==> config.mk <==
export PLATFORM = sky130hd
export DESIGN_NAME = xor_archive_table_parser_unit
export DESIGN_NICKNAME = d
export VERILOG_FILES = /design/src/hw/rtl/xatp_pkg.sv /design/src/hw/rtl/xatp_input_stage.sv /design/src/hw/rtl/xatp_parser_core.sv /design/src/hw/rtl/xatp_output_stage.sv /design/src/hw/rtl/xor_archive_table_parser_unit.sv
export SDC_FILE = /design/constraint.sdc
export NUM_CORES = 1
export LEC_CHECK = 0
export ABC_CLOCK_PERIOD_IN_PS = 7900
export BUFFER_PORTS_ARGS = -buffer_cell sky130_fd_sc_hd__clkbuf_2
export CORE_ASPECT_RATIO = 0.75
export CORE_UTILIZATION = 61
export DETAILED_ROUTE_END_ITERATION = 6
export GPL_ROUTABILITY_DRIVEN = 0
export PLACE_DENSITY = 0.81
export SYNTH_ARGS = -nofsm -noshare
export SYNTH_HDL_FRONTEND = slang
export SYNTH_SLANG_ARGS = --single-unit
export TNS_END_PERCENT = 10
==> constraint.sdc <==
create_clock -name clk_i -period 7.9 [get_ports clk_i]
set_input_delay 1.58 -clock clk_i [delete_from_list [all_inputs] [get_ports clk_i]]
set_output_delay 1.58 -clock clk_i [all_outputs]
set_load 0.05 [all_outputs]
==> src/hw/rtl/xatp_pkg.sv <==
// ----------------------------------------------------------------------------
// xatp_pkg
// Shared types and constants for the XOR archive table parser.
// ----------------------------------------------------------------------------
package xatp_pkg;

  // Result kinds carried in the kind field of an output word.
  localparam logic [1:0] KIND_NAME  = 2'd0;
  localparam logic [1:0] KIND_ENTRY = 2'd1;
  localparam logic [1:0] KIND_END   = 2'd2;
  localparam logic [1:0] KIND_ERROR = 2'd3;

  localparam logic [7:0]  KEY_RESET    = 8'hF7;
  localparam int unsigned END_FLAG_BIT = 7;
  localparam logic [3:0]  TAIL_LAST    = 4'd11;   // twelfth tail byte
  localparam logic [15:0] INDEX_MAX    = 16'hFFFF;
  localparam logic [31:0] HEADER_BYTES = 32'd8;
  localparam logic [7:0]  CHAR_BSLASH  = 8'h5C;
  localparam logic [7:0]  CHAR_SLASH   = 8'h2F;

  typedef struct packed {
    logic [7:0] raw_byte;
    logic       restart;
  } xatp_in_t;

  typedef struct packed {
    logic [1:0]  kind;
    logic [7:0]  name_char;
    logic [15:0] entry_index;
    logic [31:0] entry_size;
    logic [31:0] data_position;
  } xatp_out_t;

  // Handshake between the input stage and the rest of the pipe.
  typedef struct packed {
    logic valid;  // input stage holds a word
    logic drain;  // that word is consumed at this edge
  } xatp_flow_t;

endpackage

==> src/hw/rtl/xatp_input_stage.sv <==
// ----------------------------------------------------------------------------
// xatp_input_stage
// Input register that captures one raw table byte per accepted word.
// ----------------------------------------------------------------------------
module xatp_input_stage (
  input  logic              clk_i,
  input  logic              rst_ni,
  input  logic              in_valid_i,
  output logic              in_stall_o,
  input  xatp_pkg::xatp_in_t in_data_i,
  input  logic              drain_i,
  output logic              valid_o,
  output xatp_pkg::xatp_in_t data_o
);

  logic               valid_q;
  logic               valid_d;
  xatp_pkg::xatp_in_t data_q;
  logic               take;

  // The stage can take a word when it is empty or is handing its word on.
  assign in_stall_o = valid_q & ~drain_i;
  assign take       = in_valid_i & ~in_stall_o;
  assign valid_d    = take | (valid_q & ~drain_i);

  always_ff @(posedge clk_i or negedge rst_ni) begin
    if (!rst_ni) begin
      valid_q <= 1'b0;
    end else begin
      valid_q <= valid_d;
    end
  end

  always_ff @(posedge clk_i) begin
    if (take) begin
      data_q <= in_data_i;
    end
  end

  assign valid_o = valid_q;
  assign data_o  = data_q;

endmodule

==> src/hw/rtl/xatp_parser_core.sv <==
// ----------------------------------------------------------------------------
// xatp_parser_core
// Record parser state and per-byte decode logic with the key register.
// ----------------------------------------------------------------------------
module xatp_parser_core (
  input  logic                clk_i,
  input  logic                rst_ni,
  input  logic                cfg_we_i,
  input  logic [7:0]          cfg_wdata_i,
  input  xatp_pkg::xatp_flow_t flow_i,
  input  xatp_pkg::xatp_in_t   item_i,
  output logic                res_valid_o,
  output xatp_pkg::xatp_out_t  res_o
);

  typedef enum logic [5:0] {
    PH_FLAG = 6'b000001,
    PH_LEN  = 6'b000010,
    PH_NAME = 6'b000100,
    PH_TAIL = 6'b001000,
    PH_END  = 6'b010000,
    PH_HALT = 6'b100000
  } phase_e;

  logic [7:0]  key_q;
  phase_e      phase_q, phase_d, phase_c;
  logic [7:0]  bytes_left_q, bytes_left_d, bytes_left_c;
  logic [31:0] size_q, size_d, size_c;
  logic [3:0]  count_q, count_d, count_c;
  logic [31:0] run_pos_q, run_pos_d, run_pos_c;
  logic [31:0] offset_q, offset_d, offset_c;
  logic [15:0] entries_q, entries_d, entries_c;
  logic [7:0]  b;
  logic [31:0] offset_inc;
  logic        fire;

  assign fire       = flow_i.valid & flow_i.drain;
  assign b          = item_i.raw_byte ^ key_q;

  // A restart word clears the parser before its own byte is decoded.
  always_comb begin
    if (item_i.restart) begin
      phase_c      = PH_FLAG;
      bytes_left_c = '0;
      size_c       = '0;
      count_c      = '0;
      run_pos_c    = '0;
      offset_c     = xatp_pkg::HEADER_BYTES;
      entries_c    = '0;
    end else begin
      phase_c      = phase_q;
      bytes_left_c = bytes_left_q;
      size_c       = size_q;
      count_c      = count_q;
      run_pos_c    = run_pos_q;
      offset_c     = offset_q;
      entries_c    = entries_q;
    end
  end

  assign offset_inc = offset_c + 32'd1;

  always_comb begin
    phase_d      = phase_c;
    bytes_left_d = bytes_left_c;
    size_d       = size_c;
    count_d      = count_c;
    run_pos_d    = run_pos_c;
    offset_d     = offset_inc;
    entries_d    = entries_c;
    res_valid_o  = 1'b0;
    res_o        = '0;
    case (phase_c)
      PH_FLAG: begin
        if (b[xatp_pkg::END_FLAG_BIT]) begin
          phase_d             = PH_END;
          res_valid_o         = fire;
          res_o.kind          = xatp_pkg::KIND_END;
          res_o.entry_index   = entries_c;
          res_o.data_position = offset_inc;
        end else begin
          phase_d = PH_LEN;
        end
      end
      PH_LEN: begin
        if (b == 8'd0) begin
          phase_d     = PH_HALT;
          res_valid_o = fire;
          res_o.kind  = xatp_pkg::KIND_ERROR;
        end else begin
          bytes_left_d = b;
          phase_d      = PH_NAME;
        end
      end
      PH_NAME: begin
        bytes_left_d = bytes_left_c - 8'd1;
        if (bytes_left_c == 8'd1) begin
          phase_d = PH_TAIL;
          count_d = '0;
          size_d  = '0;
        end
        res_valid_o     = fire;
        res_o.kind      = xatp_pkg::KIND_NAME;
        res_o.name_char = (b == xatp_pkg::CHAR_BSLASH) ? xatp_pkg::CHAR_SLASH : b;
      end
      PH_TAIL: begin
        // Size bytes arrive little-endian; the time bytes are skipped.
        case (count_c)
          4'd0:    size_d = size_c | {24'd0, b};
          4'd1:    size_d = size_c | {16'd0, b, 8'd0};
          4'd2:    size_d = size_c | {8'd0, b, 16'd0};
          4'd3:    size_d = size_c | {b, 24'd0};
          default: size_d = size_c;
        endcase
        count_d = count_c + 4'd1;
        if (count_c == xatp_pkg::TAIL_LAST) begin
          res_valid_o         = fire;
          res_o.kind          = xatp_pkg::KIND_ENTRY;
          res_o.entry_index   = entries_c;
          res_o.entry_size    = size_c;
          res_o.data_position = run_pos_c;
          run_pos_d           = run_pos_c + size_c;
          if (entries_c != xatp_pkg::INDEX_MAX) begin
            entries_d = entries_c + 16'd1;
          end
          count_d = '0;
          size_d  = '0;
          phase_d = PH_FLAG;
        end
      end
      default: begin
        // Table end or halted: the byte is dropped and the offset holds.
        offset_d = offset_c;
      end
    endcase
  end

  always_ff @(posedge clk_i or negedge rst_ni) begin
    if (!rst_ni) begin
      key_q        <= xatp_pkg::KEY_RESET;
      phase_q      <= PH_FLAG;
      bytes_left_q <= '0;
      size_q       <= '0;
      count_q      <= '0;
      run_pos_q    <= '0;
      offset_q     <= xatp_pkg::HEADER_BYTES;
      entries_q    <= '0;
    end else begin
      if (cfg_we_i) begin
        key_q <= cfg_wdata_i;
      end
      if (fire) begin
        phase_q      <= phase_d;
        bytes_left_q <= bytes_left_d;
        size_q       <= size_d;
        count_q      <= count_d;
        run_pos_q    <= run_pos_d;
        offset_q     <= offset_d;
        entries_q    <= entries_d;
      end
    end
  end

  // A halted parser stays silent until a restart word arrives.
  a_halt_silent: assert property (@(posedge clk_i) disable iff (!rst_ni)
    (fire && phase_q == PH_HALT && !item_i.restart) |-> !res_valid_o)
    else $error("result produced while halted");

  // An error result always leaves the parser halted.
  a_error_halts: assert property (@(posedge clk_i) disable iff (!rst_ni)
    (res_valid_o && res_o.kind == xatp_pkg::KIND_ERROR) |=> phase_q == PH_HALT)
    else $error("error result without halt");

  // The entry count never goes backwards without a restart.
  a_entries_mono: assert property (@(posedge clk_i) disable iff (!rst_ni)
    (fire && !item_i.restart) |=> entries_q >= $past(entries_q))
    else $error("entry count decreased");

  // The data offset does not move once the table end has been seen.
  a_offset_frozen: assert property (@(posedge clk_i) disable iff (!rst_ni)
    (fire && phase_q == PH_END && !item_i.restart) |=> $stable(offset_q))
    else $error("offset moved after table end");

endmodule

==> src/hw/rtl/xatp_output_stage.sv <==
// ----------------------------------------------------------------------------
// xatp_output_stage
// Result register that holds one output word until it is taken.
// ----------------------------------------------------------------------------
module xatp_output_stage (
  input  logic                clk_i,
  input  logic                rst_ni,
  input  logic                load_i,
  input  logic                res_valid_i,
  input  xatp_pkg::xatp_out_t res_i,
  output logic                free_o,
  output logic                out_valid_o,
  input  logic                out_stall_i,
  output xatp_pkg::xatp_out_t out_data_o
);

  logic                valid_q;
  logic                valid_d;
  xatp_pkg::xatp_out_t data_q;

  // The register is free when empty or when its word leaves at this edge.
  assign free_o  = ~valid_q | ~out_stall_i;
  assign valid_d = load_i ? res_valid_i : (valid_q & out_stall_i);

  always_ff @(posedge clk_i or negedge rst_ni) begin
    if (!rst_ni) begin
      valid_q <= 1'b0;
    end else begin
      valid_q <= valid_d;
    end
  end

  always_ff @(posedge clk_i) begin
    if (load_i && res_valid_i) begin
      data_q <= res_i;
    end
  end

  assign out_valid_o = valid_q;
  assign out_data_o  = data_q;

endmodule

==> src/hw/rtl/xor_archive_table_parser_unit.sv <==
// ----------------------------------------------------------------------------
// xor_archive_table_parser_unit
// Decodes an XOR-obscured archive entry table one byte per word.
// ----------------------------------------------------------------------------
// Path: the input stage registers each byte and the output register holds
//   its result. Throughput: one byte per cycle while the output side does
//   not stall, a rate set by the same-cycle state update of the parser core.
// Reset: asynchronous, active low; the key returns to 0xF7, the parser waits
//   for a flag byte with the data offset at 8, and both stages are emptied.
// ----------------------------------------------------------------------------
module xor_archive_table_parser_unit (
  input  logic                clk_i,
  input  logic                rst_ni,
  input  logic                in_valid_i,
  output logic                in_stall_o,
  input  xatp_pkg::xatp_in_t  in_data_i,
  output logic                out_valid_o,
  input  logic                out_stall_i,
  output xatp_pkg::xatp_out_t out_data_o,
  input  logic                cfg_we_i,
  input  logic [7:0]          cfg_wdata_i
);

  // The pipe has two registers. The input stage captures the raw byte and
  // its restart flag. The parser core decodes the registered byte against
  // its record state and updates that state in the same cycle, so the next
  // byte can follow immediately. Any result goes to the output register.
  xatp_pkg::xatp_flow_t flow;
  xatp_pkg::xatp_in_t   item;
  xatp_pkg::xatp_out_t  res;
  logic                 res_valid;
  logic                 out_free;
  logic                 s1_valid;

  // A byte leaves the input stage only when the output register can take
  // whatever result it produces; bytes that make no result drain the same
  // way, which keeps the state update tied to one condition.
  assign flow.valid = s1_valid;
  assign flow.drain = s1_valid & out_free;

  xatp_input_stage u_input (
    .clk_i      (clk_i),
    .rst_ni     (rst_ni),
    .in_valid_i (in_valid_i),
    .in_stall_o (in_stall_o),
    .in_data_i  (in_data_i),
    .drain_i    (flow.drain),
    .valid_o    (s1_valid),
    .data_o     (item)
  );

  // The core holds the key register; the user must write it only while the
  // pipe is idle, so no word sees a key change midway. The core does not enforce it.
  xatp_parser_core u_core (
    .clk_i       (clk_i),
    .rst_ni      (rst_ni),
    .cfg_we_i    (cfg_we_i),
    .cfg_wdata_i (cfg_wdata_i),
    .flow_i      (flow),
    .item_i      (item),
    .res_valid_o (res_valid),
    .res_o       (res)
  );

  // The output register lets a new byte be accepted while a finished
  // result still waits for the downstream side.
  xatp_output_stage u_output (
    .clk_i       (clk_i),
    .rst_ni      (rst_ni),
    .load_i      (flow.drain),
    .res_valid_i (res_valid),
    .res_i       (res),
    .free_o      (out_free),
    .out_valid_o (out_valid_o),
    .out_stall_i (out_stall_i),
    .out_data_o  (out_data_o)
  );

endmodule
==> results of run 1 <==
## Yosys cell counts, types with 7 or more instances
| master | instances |
|---|---|
| nand2b_1 | 13 |
| nor2_1 | 83 |
| edfxtp_1 | 99 |
| buf_2 | 9 |
| nand3b_1 | 7 |
| dfrtp_1 | 131 |
| nand3_1 | 40 |
| and3_1 | 38 |
| nor4_1 | 7 |
| a31oi_1 | 8 |
| mux2_2 | 10 |
| o21ai_0 | 107 |
| xnor2_1 | 45 |
| a22o_1 | 32 |
| a21o_1 | 15 |
| nand2_1 | 133 |
| o211ai_1 | 8 |
| o2bb2ai_1 | 31 |
| ha_1 | 30 |
| clkbuf_1 | 60 |
| dfstp_2 | 9 |
| o21a_1 | 13 |
| mux2i_1 | 11 |
| and2_1 | 22 |
| buf_6 | 7 |
| xor2_1 | 25 |
| a32oi_1 | 17 |
| a21oi_1 | 52 |
| o31a_1 | 10 |
| inv_1 | 29 |
| o22ai_1 | 20 |
| or2_2 | 8 |
| nand4_1 | 13 |
| nor3_1 | 19 |
| buf_4 | 8 |
| nor2b_1 | 59 |
| o31ai_1 | 22 |
## metrics by stage
step	instances	setup WS (ps)	cell area, um^2	hold WS, ps
after floorplan	1355	485	13600	449
after global placement	1686	3990	14200	483
after detailed placement	1686	3930	14200	489
after CTS	1728	3970	15000	502
after global routing	1728	3600	15000	522
final	1728	3840	15000	505
## registers in the layout, summed over array words and instances, names as in the netlist
signal / flops
u_core.offset_q: 32
u_output.out_data_o: 90
u_core.count_q: 4
u_core.size_q: 32
u_core.entries_q: 16
u_output.out_valid_o: 1
u_input.data_o: 9
u_core.key_q: 8
u_core.run_pos_q: 32
u_input.valid_o: 1
u_core.bytes_left_q: 8
u_core.phase_q: 6
## layer usage
metal | vias up | share of wire (%) | track usage [%]
met2 | 543 | 44 | 44.9
li1 | 5115 | - | -
met3 | 73 | 8.8 | 5.01
met4 | 2 | 2.7 | 9.50
met1 | 5285 | 45 | 45.8
met5 | - | 0.038 | 0
## final timing paths
kind / start / end / slack, ps / cells after the start
setup / recovery: u_input.data_o[0] / u_output.out_data_o[24] / 3840 / 12
hold / removal: u_core.size_q[0] / u_core.size_q[0] / 510 / 1
setup reg to reg: u_input.data_o[0] / u_output.out_data_o[24] / 3840 / 12
hold reg to reg: u_core.size_q[0] / u_core.size_q[0] / 510 / 1
max in group asynchronous: rst_ni / u_core.run_pos_q[19] / 5440 / 2
min in group asynchronous: rst_ni / u_core.run_pos_q[28] / 1140 / 1
## layout make-up
class	count	area, um^2
fill	1609	6440
inverter	30	113
multi-input combinational	995	6550
clock buffer	30	612
timing repair buffer	134	742
sequential	239	6490
clock inverter	12	170
tap	288	360
## power breakdown
group          total [uW]  switching [uW]  leakage [uW]  internal [uW]
clock network        1160             478      0.000384            680
registers            1520             105       0.00278           1420
logic                 636             467       0.00299            169
total                3320            1050       0.00616           2270
## layout by cell type (no fill, tap or decap), drive strengths merged, types with 9 or more instances in the layout
cell type / n
a21o: 15
a21oi: 52
a22o: 33
a32oi: 17
and2: 22
and3: 38
buf: 22
clkbuf: 142
dfrtp: 131
dfstp: 9
edfxtp: 99
ha: 30
inv: 31
mux2: 11
mux2i: 11
nand2: 133
nand2b: 14
nand3: 40
nand4: 14
nor2: 83
nor2b: 59
nor3: 20
nor4: 9
o211ai: 9
o21a: 13
o21ai: 113
o22ai: 20
o2bb2ai: 31
o31a: 12
o31ai: 22
xnor2: 45
xor2: 25
## logic make-up after synthesis
logic type	Yosys count	share of synthesized area, %
buffers and inverters	121	4.19
XOR/XNOR	70	4.52
AO/OA/AOI/OAI	390	19.9
adder cells (fa/ha/maj)	36	3.23
flip-flops	239	47.8
multiplexers	22	1.75
AND/OR/NAND/NOR	477	18.6
## critical path, stage by stage, from the launching register on
cell and delay (ps):
edfxtp_1 420, buf_12 230, inv_2 120, buf_4 500
nand2_1 210, inv_1 160, ha_1 200, nor3b_2 190
and2_1 140, buf_4 420, nor2_1 160, a31oi_4 170
buf_4 530
==> metrics.md, run 1 <==
| Metric | Value |
|---|---|
| Grt total ovfl | `0` |
| Initial Util | `a little over three fifths` |
| Post-CTS Hold Buffers | `0` |
| Max-Cap Viols | `0` |
| Total Neg Setup Slack | `0 ps` |
| Detail Placement HPWL | `about 23 mm` |
| Post-layout util | `between 70% and 80%` |
| Initial DRT Pass Iterations | `5` |
| Seq/Total Area, Yosys | `47.8%` |
| Die Width | `between 150 and 200 um` |
| Post-Syn Area | `13,600 um^2` |
| Hold Fails Final Rpt | `0` |
| FMAX | `~250 MHz` |
| Layout Nets | `between 1,000 and 1,500` |
| Input/output buffers | `between 100 and 150` |
| Synth top area cells | `dfrtp_1 (24%), edfxtp_1 (22%), o21ai_0 (3.9%)` |
| Number of synthesized flops with an enable pin | `about 100` |
| Yosys reg bits | `239` |
| Initial antenna violation count | `2` |
| DR iter-0 viols | `around 1,100` |
| Fin crit period | `~4100 ps` |
| Final ANT Viol Nets | `0` |
| CP Launch Type | `flip-flop` |
| Yosys cell types | `95` |
| Syn_area_per_cell | `10.0 um^2` |
| Lkg Pwr | `approximately 0.006 uW` |
| Layout overhead on the synthesized area | `10.7%` |
| Status | `complete, no violations` |
| RSZ-0062 raised after global routing | `no` |
| Overall power | `approximately 3300 uW` |
| Max Slew Vio Count | `0` |
| Clk sinks | `about 240` |
| CTS tree | `built` |
| Final setup fails | `0` |
| Clock latency on the worst-skew pair | `~520 ps` |
| Worst EP arrival | `about 4200 ps` |
| Io pins | `114` |
| Vias per std cell | `6.38` |
| Layout cell share with drive strength beyond 1 | `roughly 16%` |
| Synth Flop Type | `dfrtp_1` |
| Post-Syn Instances | `about 1,400` |
| HP Class | `flip-flop to flip-flop` |
| # diodes | `0` |
| Critical path type | `flip-flop to flip-flop` |
| Max clock buf depth | `3` |
| Rows | `between 40 and 50` |
| Max_slew headroom | `between 20 and 30%` |
| First-pass GRT wire length | `55.6 mm` |
| Pin count of the biggest net entering global routing | `around 160` |
| Synth async-reset ratio | `just under 60%` |
| Worst-Margin Slew | `approximately 1100 ps` |
| Critical Path RT | `~8100 ps` |
| Synth area leader | `dfrtp_1` |
| Pwr/cell area | `221 nW/um^2` |
| CTS resizes | `0` |
| Die height | `131 um` |
| CTS Buf Count | `23` |
| Final period util | `51.4%` |
| Crit. End Element | `flip-flop` |
| Clock transition at the registers of the reported paths | `about 70 ps` |
| Ys Warns | `0` |
| GRT Util Overall | `roughly 30%` |
| Routed wire length | `about 34 mm` |
| Worst-path fanout max | `~160` |
| Core area | `about 21,000 um^2` |
| Via count | `between 10,000 and 15,000` |
| Routed len/inst | `19.9 um` |
| Final clock skew | `~13 ps` |
| Post-CTS setup-driven buffer insertion count | `0` |
| Vias in the first global route | `between 10,000 and 15,000` |
| Max IR drop VDD | `~0.19 mV` |
| Residual DRC | `0` |
| Syn_nets | `about 1,400` |
| H-tree depth | `1` |
| Die area | `roughly 23,000 um^2` |
| Root Driver | `clkbuf_16` |
| Area share of the largest cell type after synthesis | `24.2%` |
(Power assumes the default switching activity.)
==> run 2: changes to the inputs <==
Settings changed: ABC_CLOCK_PERIOD_IN_PS 7900 to 3800.
Clock period 7.9 ns to 3.8 ns, I/O delays scaled along.
==> run 2 against run 1 <==
Compared with the run above: the flow now finishes with violations (DRC); total power rose by 110%; worst hold slack got worse by 210 ps; critical path depth fell by 1.
==> metrics.md, run 2 (synthesis results as in run 1) <==
| Metric | Value |
|---|---|
| Inst Count DP | `1,695 (+0.53%)` |
| Max_slew headroom | `11.4% (-17 points)` |
| Initial DRT Pass Iterations | `7 (+2)` |
| First-pass GRT wire length | `57.3 mm (+3.1%)` |
| Busiest grt layer | `met2` |
| Clock transition at the registers of the reported paths | `60 ps (about the same)` |
| Root Driver | `clkbuf_16` |
| Pin count of the biggest net entering global routing | `92 (-42%)` |
| Met1 Use GR | `44.7% (-1.1 points)` |
| Max-Cap Viols | `0 (unchanged)` |
| CTS Buf Count | `25 (+8.7%)` |
| Routed wire length | `35.2 mm (+2.2%)` |
| Post-DP Area | `14,400 um^2 (+0.98%)` |
| Clk sinks | `239 (unchanged)` |
| Worst-path fanout max | `23 (-85%)` |
| Post-CTS setup-driven buffer insertion count | `0 (unchanged)` |
| Clock latency on the worst-skew pair | `520 ps (about the same)` |
| Final period util | `90.6% (+39 points)` |
| Residual DRC | `2 (+2)` |
| Die height | `131 um (unchanged)` |
| Initial antenna violation count | `0 (-2)` |
| RSZ-0062 raised after global routing | `no` |
| Most common cell after layout, fill and taps aside | `dfrtp_1` |
| Layout cell share with drive strength beyond 1 | `17.2% (+1.1 points)` |
| Final ANT Viol Nets | `0 (unchanged)` |
| Vias in the first global route | `10,786 (+3.8%)` |
| Layout overhead on the synthesized area | `12.5%` |
| Max Slew Vio Count | `0 (unchanged)` |
| Hold_ws | `297 ps (-209 ps)` |
| Most frequent cells in the layout | `dfrtp_1 (131), nand2_1 (130), clkbuf_2 (112)` |
| Worst Path Buf+Inv | `1 (-5)` |
| Max IR drop VDD | `0.330 mV (+77%)` |
| H-tree depth | `1 (unchanged)` |
| DR iter-0 viols | `1,334 (+19%)` |
| CP cell instances | `buf_4 -> nor2b_1 -> ha_1 -> nor2b_1 -> a21oi_1 -> or4b_1 -> a211oi_2 -> nand2_1 -> o41ai_2 -> mux2i_1 -> o21ai_1` |
| Max clock buf depth | `3 (unchanged)` |
| Crit. End Element | `flip-flop` |
| Status | `finished, violations left` |
| Worst path slowest cell | `or4b_1` |
| Via count | `11,325 (+2.8%)` |
| CP Launch Type | `flip-flop` |
| Met2 GRT Util | `48.7% (+3.9 points)` |
| Routed len/inst | `20.2 um (+1.5%)` |
| FMAX | `290 MHz (+18%)` |
| HP Class | `input port to asynchronous set/reset pin` |
| Hold Fails Final Rpt | `0 (unchanged)` |
| Input/output buffers | `113 (unchanged)` |
| Violated checks | `DRC` |
| Die area | `22,900 um^2 (unchanged)` |
| Final clock skew | `8.84 ps (-4.43 ps)` |
| Rows | `46 (unchanged)` |
| # diodes | `0 (unchanged)` |
| GRT Util Overall | `31.0% (+0.55 points)` |
| Critical Path RT | `4200 ps (-3850 ps)` |
| Grt met3 use | `4.37% (-0.64 points)` |
| Most common cell on crit path | `nor2b_1` |
| Post-CTS Hold Buffers | `0 (unchanged)` |
| Max reg flops | `90 (unchanged)` |
| Layout Nets | `1,486 (+0.75%)` |
| Die Width | `174 um (unchanged)` |
| Vias per std cell | `6.51 (+2.1%)` |
| Lkg Pwr | `0.00626 uW (+1.7%)` |
| Detail Placement HPWL | `23.5 mm (+0.83%)` |
| Final Non-Filler Cells | `1,740 (+0.69%)` |
| Fin crit period | `3440 ps (-619 ps)` |
| Grt total ovfl | `0 (unchanged)` |
| CP top delay family | `compound AO/OA/AOI/OAI gates` |
| CP Launch Point | `u_input.data_o[0]` |
| Worst EP arrival | `3840 ps (-370 ps)` |
| Slowest Stage Delay on Critical Path | `540 ps (about the same)` |
| Io pins | `114 (unchanged)` |
| Critical path type | `flip-flop to flip-flop` |
| CTS tree | `built` |
| CTS resizes | `0 (unchanged)` |
| Core area | `21,500 um^2 (unchanged)` |
| Final setup fails | `0 (unchanged)` |
| Reg-to-reg startpoint | `u_input.data_o[0]` |
| Pwr/cell area | `466 nW/um^2 (+110%)` |
| Initial Util | `63.2% (unchanged)` |
| Worst-Margin Slew | `1320 ps (+239 ps)` |
| Final Cell Area | `15,300 um^2 (+1.6%)` |
==> run 2: per-layer routing <==
metal,routed length [um],share of wire (%)
met1,15100,43
met2,16300,46
met3,2850,8.1
met4,988,2.8
met5,0,0
==> run 2: path summary, 6_finish.rpt <==
check	to	slack [ps]	cells after the start
setup reg to reg	u_core.run_pos_q[31]	360	11
hold / removal	u_core.entries_q[11]	300	1
max in group asynchronous	u_core.run_pos_q[1]	2500	2
hold reg to reg	u_core.run_pos_q[15]	510	2
min in group clk_i	u_input.data_o[2]	410	1
setup / recovery	u_core.run_pos_q[31]	360	11
==> run 2: area by class of cell <==
class,instances,area (um^2)
fill,1600,6200
timing repair buffer,143,847
multi-input combinational,995,6580
inverter,30,118
tap,288,360
clock buffer,32,682
clock inverter,13,195
sequential,239,6490
==> run 2: where the power goes <==
group          total, uW  internal (uW)  switching, uW
clock               2620           1600           1010
combinational       1330            365            968
sequential          3170           2950            218
total               7120           4920           2200
==> run 2: metrics by stage <==
step	utilization [%]	total power [uW]	TNS [ps]	worst slack, ps
global route	71.1	7370	0	185
detailed placement	67.0	4520	0	435
global placement	67.0	4480	0	594
CTS	71.1	7130	0	392
finish	71.1	7120	0	357
floorplan	-	4130	-4.61	-4.61
